### src/rtl/vn2d_pkg.sv
// shared types and constants of the 2d value noise unit
// no dependencies; imported by vn2d_hash and value_noise_2d_unit
package vn2d_pkg;

   typedef logic [31:0] word_type;
   typedef logic [23:0] value_type;
   typedef logic [15:0] q16_type;
   typedef logic [16:0] q16_ext_type;
   typedef logic [32:0] weight_type;
   typedef logic [55:0] term_type;

   localparam word_type HASH_MUL_X  = 32'h9E37_79B9;
   localparam word_type HASH_MUL_Y  = 32'h85EB_CA6B;
   localparam word_type HASH_MIX_A  = 32'h7FEB_352D;
   localparam word_type HASH_MIX_B  = 32'h846C_A68B;

   localparam q16_ext_type Q16_ONE   = 17'h1_0000;
   localparam logic [17:0] Q16_THREE = 18'h3_0000;

   localparam int NUM_CORNERS = 4;
   localparam int LATENCY     = 8;

endpackage

### src/rtl/vn2d_hash.sv
// four-stage pipelined multiply-xorshift hash of one lattice corner
// depends on vn2d_pkg; result is the low 24 bits of the hash
module vn2d_hash (
   input  logic               clock,
   input  vn2d_pkg::word_type px_term,
   input  vn2d_pkg::word_type py_term,
   input  vn2d_pkg::word_type seed,
   output vn2d_pkg::value_type corner_value
);
   import vn2d_pkg::*;

   word_type  mix_in;
   word_type  mix_ff;
   logic [63:0] prod_a;
   word_type  mul_a_ff;
   word_type  mix_b;
   logic [63:0] prod_b;
   word_type  mul_b_ff;
   word_type  fold;
   value_type val_ff;

   always_comb begin
      mix_in = seed ^ px_term ^ py_term;
      mix_in = mix_in ^ (mix_in >> 16);
   end

   assign prod_a = 64'(mix_ff) * 64'(HASH_MIX_A);
   assign mix_b  = mul_a_ff ^ (mul_a_ff >> 15);
   assign prod_b = 64'(mix_b) * 64'(HASH_MIX_B);
   assign fold   = mul_b_ff ^ (mul_b_ff >> 16);

   always_ff @(posedge clock) begin
      mix_ff   <= mix_in;
      mul_a_ff <= prod_a[31:0];
      mul_b_ff <= prod_b[31:0];
      val_ff   <= fold[23:0];
   end

   assign corner_value = val_ff;

endmodule

### config.mk
export PLATFORM = sky130hd
export DESIGN_NAME = vn2d_hash
export DESIGN_NICKNAME = d
export VERILOG_FILES = /design/src/rtl/vn2d_pkg.sv /design/src/rtl/vn2d_hash.sv
export SDC_FILE = /design/constraint.sdc
export NUM_CORES = 1
export LEC_CHECK = 0
export ABC_AREA = 1
export BUFFER_PORTS_ARGS = -buffer_cell sky130_fd_sc_hd__buf_2
export CAP_MARGIN = 30
export CORE_ASPECT_RATIO = 0.8
export CORE_MARGIN = 2
export CORE_UTILIZATION = 60
export DETAILED_ROUTE_END_ITERATION = 6
export HOLD_SLACK_MARGIN = 0.15
export MAX_ROUTING_LAYER = met4
export PLACE_DENSITY = 0.88
export SKIP_LAST_GASP = 1
export SLEW_MARGIN = 30
export SYNTH_ARGS = -nofsm -noshare
export SYNTH_HDL_FRONTEND = slang
export SYNTH_SLANG_ARGS = --single-unit
### constraint.sdc
create_clock -name clock -period 7.4 [get_ports clock]
set_input_delay 2.22 -clock clock [delete_from_list [all_inputs] [get_ports clock]]
set_output_delay 2.22 -clock clock [all_outputs]
set_load 0.02 [all_outputs]
==> metrics.yaml, run 1 <==
clocking:
  clock_sinks: 120
  ctsHtreeMaxLevel: 4
  cts-root-buf: "clkbuf_16"
  clk_pin_slew_ps: 70
  clk_latency_ps: 460
  clockBufferDepth: 2
  postCtsSetupBuffers: 0
  cts_tree: "built"
  numCtsBuffers: 17
  postCtsHoldBufs: 0
  cts_resized: 0
setup_path:
  worstSetupStartpointType: "register"
  critPathMaxFanout: 6
  crit_path_end_kind: "register"
  required_ps: 7750
  r2r_setup_slack_ps: 590
  worst_ep_arrival_time_ps: 7160
  path_class: "reg2reg"
placement:
  place_congestion: 1.11
  hpwlAfterDp_um: 55000
  placed_area_um2: 22700
  numPortBuffers: 120
hold_path:
  hold_class: "reg2reg"
drt:
  ant_nets: 0
  vias_per_cell: 5.38
  vias: 16000
  drtPass1Iterations: 7
  drcViolationCount: 4
  wl_um: 61800
  wire_per_inst_um: 20.7
  drt_iter0_markers: 1766
yosys:
  synth_top_family_by_area: "adder cells"
  synthFlopType: "dfxtp_1"
  syn_inst: 2335
  yosys_warnings: 0
  synth_fa_ha_area_share_pct: 55.6
  yosys.area_share.xor_xnor_pct: 8.65
  synth.net_count: 3166
  synth_cell_types: 36
  post_synth_and_or_nand_nor_area_fraction_pct: 8.17
  synth_seq_cells: 120
  netlist_area_um2: 21400
  seq_area_frac_synth_pct: 11.2
  syn_area_per_cell_um2: 9.15
  async_reset_ff_share_pct: 0
  synth_edf_count: 0
  muxShareOfSynthArea_pct: 0
  synth_compound_area_share_pct: 3.54
finish:
  seq_area_um2: 2400
  nets: 3326
  drive_above_1_share_pct: 7.78
  n_fill_cell: 2751
  syn2layout_area_growth_pct: 8.97
  final_util_pct: 66.7
  multi_input_comb_area_um2: 16200
  design_area_um2: 23300
die:
  dieArea_um2: 37100
  die_w_um: 215
  start_util_pct: 61.2
  die_h_um: 173
  rows: 61
  core_area_um2: 34900
  ios: 121
timing:
  fmax_mhz: 147
  slew_viol_final: 0
  fin_skew_ps: 11.6
  fin_crit_ps: 6810
  slew_headroom_pct: 48.8
  setup_viol: 0
  timing.final.crit_share_pct: 92.0
  rsz0062_at_grt: "false"
  tns_ps: 0
  hold_viol: 0
  worst_slew_pin_slew_ps: 763
grt:
  grt_pass1_vias: 16900
  grt_max_degree: 17
  grt_use_total_pct: 36.2
  antenna_found_initial: 3
  grt_pass1_wl_um: 97500
  gr-total-overflow: 0
run:
  cap_violations: 0
status:
  violations: "DRC"
  outcome: "finished with violations"
==> cells by family (layout without fill, tap and decap cells) <==
family	after synthesis	in the layout
AOI/OAI and AO/OA	132	132
other	0	2
DFF	120	120
adders and majority gates	734	734
xor gates and xnor gates	210	210
buffers and inverters	729	901
and+or+nand+nor	410	410
==> stage by stage <==
| step | setup slack, ps | hold WS (ps) | std cells |
|---|---|---|---|
| 6_report | 595 | 370 | 2981 |
| 5_1_grt | 289 | 373 | 2981 |
| 4_1_cts | 668 | 370 | 2979 |
| 3_5_place_dp | 726 | 362 | 2948 |
| 3_3_place_gp | 645 | 353 | 2948 |
| 2_1_floorplan | 1590 | 349 | 2335 |
==> synthesized netlist by cell type, types with 3 or more instances <==
| master | count | share of area (%) |
|---|---|---|
| inv_1 | 726 | 13 |
| ha_1 | 376 | 22 |
| fa_1 | 358 | 34 |
| nand2_1 | 251 | 4.4 |
| xor2_1 | 123 | 5.0 |
| dfxtp_1 | 120 | 11 |
| xnor2_1 | 86 | 3.5 |
| a21oi_1 | 65 | 1.5 |
| nor2_1 | 62 | 1.1 |
| nand3_1 | 47 | 1.1 |
| o21ai_0 | 29 | 0.68 |
| nor3_1 | 15 | 0.35 |
| nand2_2 | 9 | 0.26 |
| nand3b_1 | 9 | 0.32 |
| nand4_1 | 9 | 0.26 |
| o21bai_1 | 9 | 0.32 |
| a21o_1 | 8 | 0.28 |
| o211ai_1 | 3 | 0.11 |
| o21a_1 | 3 | 0.11 |
| o21ai_2 | 3 | 0.12 |
| or2_2 | 3 | 0.088 |
==> area by class of cell <==
class | count | area share, %
well taps | 472 | 2.54
multi-input cells | 1486 | 69.7
inverters | 729 | 11.8
diodes | 2 | 0.0215
repair buffers | 141 | 3.26
clock buffers | 18 | 1.89
flip-flops and latches | 120 | 10.3
clock inverters | 13 | 0.527
==> worst max-delay path, cell delays in order, from the launching register on <==
cell     delay, ps
dfxtp_1        470
or2_2          350
nand2_1        320
inv_1          250
ha_1           310
ha_1           330
fa_1           510
inv_1           60
fa_1           470
inv_1           80
fa_1           510
fa_1           570
fa_1           440
fa_1           450
ha_1           360
nand2_1        110
nor2_1         150
inv_1           50
nor2_1         170
nand4_1        110
nand3_1        200
a21o_1         200
nand2_1         80
nand3_1         70
nand2_1         50
==> routing by layer <==
layer,track usage [%],share of wire [%]
met1,52.7,45
met2,48.1,39
met3,13.1,13
met4,7.23,1.8
met5,-,0
==> registers in the layout, indices dropped and copies added, names as in the netlist <==
register	count
mix_ff	32
mul_a_ff	32
mul_b_ff	32
corner_value	24
==> final timing paths <==
check | start | end | cells past startpoint
min | mul_b_ff[19]$_DFF_P_ | corner_value[19]$_DFF_P_ | 0
max | mul_a_ff[26]$_DFF_P_ | mul_b_ff[29]$_DFF_P_ | 24
max reg2reg | mul_a_ff[26]$_DFF_P_ | mul_b_ff[29]$_DFF_P_ | 24
min reg2reg | mul_b_ff[19]$_DFF_P_ | corner_value[19]$_DFF_P_ | 0
==> cells in the final DEF (no fill, tap or decap), types with 2 or more instances in the layout <==
master and n:
inv_1 726, o21ai_2 3, xnor2_1 86, nor2_1 62, nand3b_1 9, o21ai_0 29
ha_1 376, o21a_1 3, or2_2 3, dfxtp_1 120, buf_2 120, clkinv_2 3
o211ai_1 3, o21bai_1 9, inv_2 2, nand2_1 251, inv_6 3, nand4_1 9
a21oi_1 65, nand2_2 9, xor2_1 123, clkbuf_16 17, a21oi_2 2, o21ai_1 2
a21o_1 8, clkinv_4 5, buf_4 21, a31oi_1 2, nand3_1 47, a21boi_0 2
nand3b_4 2, diode_2 2, nor3_1 15, fa_1 358
Power of run 1 is left out: the tool's default activity adds up to more than one toggle a clock period on the data nets, which glitch-free logic cannot reach.
==> inputs of run 2 (changes only) <==
--- a/config.mk
+++ b/config.mk
@@ -5,7 +5,7 @@
 export SDC_FILE = /design/constraint.sdc
 export NUM_CORES = 1
 export LEC_CHECK = 0
-export ABC_AREA = 1
+export ABC_AREA = 0
 export BUFFER_PORTS_ARGS = -buffer_cell sky130_fd_sc_hd__buf_2
 export CAP_MARGIN = 30
 export CORE_ASPECT_RATIO = 0.8
==> run 2 against run 1 <==
  * The flow now finishes without violations
  * Register-to-register slack lost 350 ps
  * Die area shrank 4.8%
  * Setup slack lost 350 ps
  * Area after synthesis shrank 4.9%
  * Sequential cell count is the same
==> metrics.yaml, run 2 <==
clocking:
  ctsHtreeMaxLevel: 4  # unchanged
  cts_tree: "built"
  clk_pin_slew_ps: 60  # about the same
  clockBufferDepth: 2  # unchanged
  cts-root-buf: "clkbuf_16"
  clk_latency_ps: 450  # about the same
  postCtsHoldBufs: 0  # unchanged
  clock_sinks: 120  # unchanged
  numCtsBuffers: 17  # unchanged
finish:
  nets: 2985  # -10%
  seq_area_um2: 2400  # unchanged
  final_cell_mix: "603 x inv_1, 376 x ha_1, 358 x fa_1"
  fin_cells: 2601  # -13%
  top_regs: "mix_ff (32), mul_a_ff (32), mul_b_ff (32)"
  layout_commonest_cell: "inv_1"
  design_area_um2: 22400  # -3.9%
  n_fill_cell: 2459  # -11%
  multi_input_comb_area_um2: 15600  # -3.6%
  drive_above_1_share_pct: 9.14  # +1.4 points
  syn2layout_area_growth_pct: 10.2
timing:
  fmax_mhz: 140  # -4.9%
  slew_headroom_pct: 49.4  # +0.63 points
  fin_hold_ws_ps: 363  # -7.17 ps
  worst_slew_pin_slew_ps: 754  # -8.97 ps
  timing.final.crit_share_pct: 96.7  # +4.8 points
  rsz0062_at_grt: "false"
  slew_viol_final: 0  # unchanged
  tns_ps: 0  # unchanged
  fin_crit_ps: 7160  # +353 ps
  fin_skew_ps: 26.8  # +15.2 ps
  hold_viol: 0  # unchanged
  setup_viol: 0  # unchanged
yosys:
  synth_most_common_cell: "inv_1"
  synthTopCellsByArea: "fa_1 35%, ha_1 23%, dfxtp_1 12%"
  async_reset_ff_share_pct: 0  # unchanged
  synth_cell_types: 49  # +36%
  synth_edf_count: 0  # unchanged
  synth.net_count: 2810  # -11%
  yosys_warnings: 0  # unchanged
  yosysTopAreaCellShare_pct: 35.3  # +1.7 points
  netlist_area_um2: 20300  # -4.9%
  syn_area_per_cell_um2: 10.3  # +12%
  synth.top_cells.by_count: "603 x inv_1, 376 x ha_1, 358 x fa_1, 174 x xnor2_1, 120 x dfxtp_1"
  synthFlopType: "dfxtp_1"
  seq_area_frac_synth_pct: 11.8  # +0.58 points
  synth_seq_cells: 120  # unchanged
  syn_inst: 1979  # -15%
  yosysTopAreaCell: "fa_1"
setup_path:
  r2r_cells: 22  # -8.3%
  worstSetupStartpointType: "register"
  crit_path_end_kind: "register"
  required_ps: 7720  # -30 ps
  worst_ep_arrival_time_ps: 7480  # +320 ps
  timing.rr.end: "mul_b_ff[28]$_DFF_P_"
  r2r_setup_slack_ps: 240  # -350 ps
  path_class: "reg2reg"
  critPathMaxFanout: 6  # unchanged
  r2r-start: "mul_a_ff[24]$_DFF_P_"
status:
  outcome: "completed"
drt:
  vias: 14300  # -11%
  drt_iter0_markers: 1276  # -28%
  drtPass1Iterations: 5  # -2
  ant_nets: 0  # unchanged
  vias_per_cell: 5.51  # +2.4%
  wire_per_inst_um: 20.9  # +0.97%
  wl_um: 54500  # -12%
  drcViolationCount: 0  # -4
die:
  core_area_um2: 33500  # -4.0%
  die_h_um: 169  # -2.4%
  die_w_um: 210  # -2.4%
  start_util_pct: 60.7  # -0.58 points
  dieArea_um2: 35300  # -4.8%
  ios: 121  # unchanged
  rows: 60  # -1.6%
hold_path:
  worst_hold_path.endpoint: "corner_value[20]$_DFF_P_"
  hold_class: "reg2reg"
  worstHoldPathCells: 0  # unchanged
  hp-start: "mul_b_ff[20]$_DFF_P_"
grt:
  grt_max_degree: 17  # unchanged
  antenna_found_initial: 1  # -2
  grt_pass1_wl_um: 86600  # -11%
  grt_pass1_vias: 15800  # -6.5%
  grt_use_total_pct: 34.0  # -2.2 points
  gr-total-overflow: 0  # unchanged
placement:
  place_congestion: 1.04  # -5.9%
  placed_area_um2: 21700  # -4.3%
  placedCellCount: 2569  # -13%
  numPortBuffers: 120  # unchanged
  hpwlAfterDp_um: 46500  # -16%
run:
  cap_violations: 0  # unchanged
==> run 2: area by class of cell <==
type                    instances  area share, %
diodes                          1         0.0112
repair buffers                158           3.96
inverters                     603           10.1
clock buffers                  17           1.90
flip-flops and latches        120           10.7
well taps                     434           2.43
clock inverters                14          0.934
multi-input cells            1254           69.9
==> run 2: critical path, cell delays in order (launching register included) <==
cell and delay [ps]:
dfxtp_1 490, xnor2_1 200, inv_1 170, ha_1 390, ha_1 240, fa_1 560
inv_1 70, fa_1 540, inv_1 80, fa_1 520, inv_1 60, fa_1 540
inv_1 50, fa_1 490, fa_1 410, ha_1 370, a21oi_1 290, o21ai_0 230
a211oi_4 240, o21ai_2 170, a2111oi_0 620, nor3_1 160, xor2_1 160
==> run 2: kinds of logic (layout without fill, tap and decap cells) <==
group	after synthesis	count (layout)	synth area share, %
flops	120	120	11.8
xor+xnor	249	249	10.7
compound gates	141	141	4.66
simple gates	128	128	3.03
other cells	0	1	0
buf+inv	605	792	11.2
fa+ha+maj	734	734	58.5
mux	2	2	0.0986
==> run 2: through the flow <==
stage	utilization, %	setup slack, ps
finish	66.8	242
global route	66.8	127
CTS	66.8	412
detailed placement	64.9	508
global placement	64.9	613
floorplan	-	894
==> run 2: worst max-delay path by stage <==
stage                              start                   end  slack [ps]
floorplan           mul_a_ff[23]$_DFF_P_  mul_b_ff[28]$_DFF_P_         890
global placement    mul_a_ff[24]$_DFF_P_  mul_b_ff[29]$_DFF_P_         610
detailed placement  mul_a_ff[24]$_DFF_P_  mul_b_ff[29]$_DFF_P_         510
CTS                 mul_a_ff[24]$_DFF_P_  mul_b_ff[29]$_DFF_P_         410
global route        mul_a_ff[24]$_DFF_P_  mul_b_ff[28]$_DFF_P_         130
finish              mul_a_ff[24]$_DFF_P_  mul_b_ff[28]$_DFF_P_         240
==> run 2: timing repair <==
action / in CTS / in global routing
setup endpoints to repair: 0 / 1
setup buffers: 0 / 0
resized for setup: 0 / 1
==> run 2: per-layer routing <==
metal,track usage [%],share of wire [%],vias up
met4,9.16,2.4,0
li1,-,-,6338
met5,-,0,-
met2,49.5,43,816
met3,13.1,14,120
met1,44.4,41,7053
Power of run 2 is left out for the same reason.
==> inputs of run 3 (changes only) <==
--- a/config.mk
+++ b/config.mk
@@ -9,12 +9,11 @@
 export BUFFER_PORTS_ARGS = -buffer_cell sky130_fd_sc_hd__buf_2
 export CAP_MARGIN = 30
 export CORE_ASPECT_RATIO = 0.8
-export CORE_MARGIN = 2
-export CORE_UTILIZATION = 60
+export CORE_UTILIZATION = 64
 export DETAILED_ROUTE_END_ITERATION = 6
 export HOLD_SLACK_MARGIN = 0.15
 export MAX_ROUTING_LAYER = met4
-export PLACE_DENSITY = 0.88
+export PLACE_DENSITY = 0.92
 export SKIP_LAST_GASP = 1
 export SLEW_MARGIN = 30
 export SYNTH_ARGS = -nofsm -noshare
==> constraint.sdc (replaced) <==
create_clock -name clock -period 7.4 [get_ports clock]
set_input_delay 1.11 -clock clock [delete_from_list [all_inputs] [get_ports clock]]
set_output_delay 1.11 -clock clock [all_outputs]
set_load 0.02 [all_outputs]
==> run 3 against run 2 <==
  * Setup slack lost 12 ps
  * Count of clock-buffer cells in the layout grew 1
  * Critical path depth shrank 1
  * Register-to-register slack is essentially flat
  * Die area shrank 8.2%
  * Global-route usage grew 5.4 points
  * Utilization grew 5.6 points
  * Maximum frequency shrank 0.17%
  * Design area shrank 0.22%
  * Sequential cell count is the same
  * Critical endpoint is now mul_b_ff[29]$_DFF_P_
==> metrics.yaml, run 3 (same netlist as run 2, synthesis figures left out) <==
timing:
  slew_headroom_pct: 34.4  # -15 points
  rsz0062_at_grt: "false"
  slew_viol_final: 0  # unchanged
  fin_crit_ps: 7170  # +12.5 ps
  tns_ps: 0  # unchanged
  hold_viol: 0  # unchanged
  setup_viol: 0  # unchanged
  fin_hold_ws_ps: 357  # -6.68 ps
  fin_skew_ps: 21.2  # -5.54 ps
  timing.final.crit_share_pct: 96.9  # +0.17 points
  fmax_mhz: 139  # -0.17%
  worst_slew_pin_slew_ps: 974  # +220 ps
clocking:
  postCtsHoldBufs: 0  # unchanged
  cts-root-buf: "clkbuf_16"
  clk_pin_slew_ps: 70  # about the same
  postCtsSetupBuffers: 0  # unchanged
  ctsHtreeMaxLevel: 4  # unchanged
  clk_latency_ps: 460  # about the same
  cts_tree: "built"
  clock_sinks: 120  # unchanged
  cts_resized: 0  # unchanged
  clockBufferDepth: 2  # unchanged
  numCtsBuffers: 17  # unchanged
drt:
  drt_iter0_markers: 1456  # +14%
  drtPass1Iterations: 5  # unchanged
  vias_per_cell: 5.65  # +2.6%
  wire_per_inst_um: 22.4  # +6.9%
  wl_um: 57800  # +6.1%
  vias: 14600  # +1.8%
  drcViolationCount: 0  # unchanged
  ant_nets: 0  # unchanged
grt:
  grt_use_total_pct: 39.3  # +5.4 points
  grt-busiest-layer: "met2"
  globalRouteMet3Util_pct: 13.3  # +0.22 points
  grt_use_met2_pct: 57.7  # +8.2 points
  grt_max_degree: 17  # unchanged
  gr-total-overflow: 0  # unchanged
  antenna_found_initial: 2  # +1
  grt_use_met1_pct: 51.4  # +7.0 points
  grt_pass1_vias: 16100  # +1.9%
  grt_pass1_wl_um: 90500  # +4.6%
setup_path:
  r2r-start: "mul_a_ff[22]$_DFF_P_"
  critPathMaxFanout: 7  # +1
  crit_path_end_kind: "register"
  path_class: "reg2reg"
  crit_chain: "xor2_1, ha_1, ha_1, fa_1, inv_1, fa_1, inv_1, fa_1, ha_1, fa_1, fa_1, ha_1, a21o_1, a21o_1, a21oi_1, o21ai_0, a21oi_1, a21oi_1, or3_1, a21oi_1, xnor2_1"
  required_ps: 7780  # +60 ps
  r2r_setup_slack_ps: 230  # about the same
  crit_slowest_cell: "dfxtp_1"
  crit_top_cell: "fa_1"
  worst_ep_arrival_time_ps: 7550  # +70 ps
  worstSetupStartpointType: "register"
  worst_path_largest_cell_delay_ps: 640  # +20 ps
  timing.rr.end: "mul_b_ff[29]$_DFF_P_"
  r2r_cells: 21  # -4.5%
hold_path:
  hp-start: "mul_b_ff[22]$_DFF_P_"
  worstHoldPathCells: 0  # unchanged
  worst_hold_path.endpoint: "corner_value[22]$_DFF_P_"
  hold_class: "reg2reg"
placement:
  hpwlAfterDp_um: 49100  # +5.7%
  numPortBuffers: 120  # unchanged
  place_congestion: 1.05  # +0.25%
finish:
  syn2layout_area_growth_pct: 9.91
  top_regs: "mix_ff (32), mul_a_ff (32), mul_b_ff (32)"
  layout_commonest_cell: "inv_1"
  nets: 2985  # unchanged
  drive_above_1_share_pct: 9.09  # -0.050 points
  n_fill_cell: 2035  # -17%
  final_util_pct: 72.4  # +5.6 points
  final_cell_mix: "603 x inv_1, 376 x ha_1, 358 x fa_1"
die:
  die_h_um: 161  # -4.3%
  dieArea_um2: 32500  # -8.2%
  start_util_pct: 65.9  # +5.3 points
  ios: 121  # unchanged
  core_area_um2: 30800  # -8.0%
  rows: 57  # -5.0%
  die_w_um: 201  # -4.1%
run:
  cap_violations: 0  # unchanged
status:
  outcome: "completed"
==> run 3: changes by cell type in the layout (fill, tap and decap cells not counted) <==
cell	before	now
clkinv_4	2	3
a21oi_1	42	43
clkinvlp_4	1	2
a21oi_2	1	0
clkbuf_1	0	1
inv_6	6	5
bufinv_16	4	3
==> run 3: worst max path at each step <==
stage	start	endpoint	slack, ps	depth (start not counted)
after CTS	mix_ff[9]$_DFF_P_	mul_a_ff[31]$_DFF_P_	400	22
final	mul_a_ff[22]$_DFF_P_	mul_b_ff[29]$_DFF_P_	230	21
after global placement	mix_ff[9]$_DFF_P_	mul_a_ff[31]$_DFF_P_	580	22
after detailed placement	mix_ff[9]$_DFF_P_	mul_a_ff[31]$_DFF_P_	420	22
after floorplan	mul_a_ff[23]$_DFF_P_	mul_b_ff[28]$_DFF_P_	890	21
after global routing	mul_a_ff[22]$_DFF_P_	mul_b_ff[29]$_DFF_P_	40	21
==> run 3: per-layer routing <==
layer | share of wire [%] | vias to the layer above
met4 | 3.1 | 0
met1 | 40 | 7171
li1 | - | 6342
met5 | 0 | -
met2 | 43 | 926
met3 | 14 | 146
==> run 3: area by class of cell <==
type / instances / area [um2] / share of cell area [%]
well taps: 413 / 517 / 2.32
multi-input cells: 1254 / 15600 / 70.0
repair buffers: 158 / 886 / 3.97
clock buffers: 18 / 429 / 1.92
inverters: 603 / 2260 / 10.1
diodes: 1 / 2.50 / 0.0112
clock inverters: 14 / 186 / 0.835
flip-flops and latches: 120 / 2400 / 10.8
==> run 3: critical path: cells and delay by family (launching register included) <==
family,cells,cell delay (ps)
buffers and inverters,2,100
DFF,1,640
AOI/OAI and AO/OA,7,1740
xor gates and xnor gates,2,600
and+or+nand+nor,1,390
adders and majority gates,9,3630
==> run 3: stage by stage <==
| stage | area [um2] | worst slack (ps) | std cells |
|---|---|---|---|
| finish | 22300 | 230 | 2581 |
| global route | 22300 | 40.9 | 2581 |
| CTS | 22300 | 404 | 2580 |
| detailed placement | 21700 | 422 | 2548 |
| global placement | 21700 | 577 | 2548 |
| floorplan | 20300 | 894 | 1979 |
Power of run 3 is left out for the same reason.
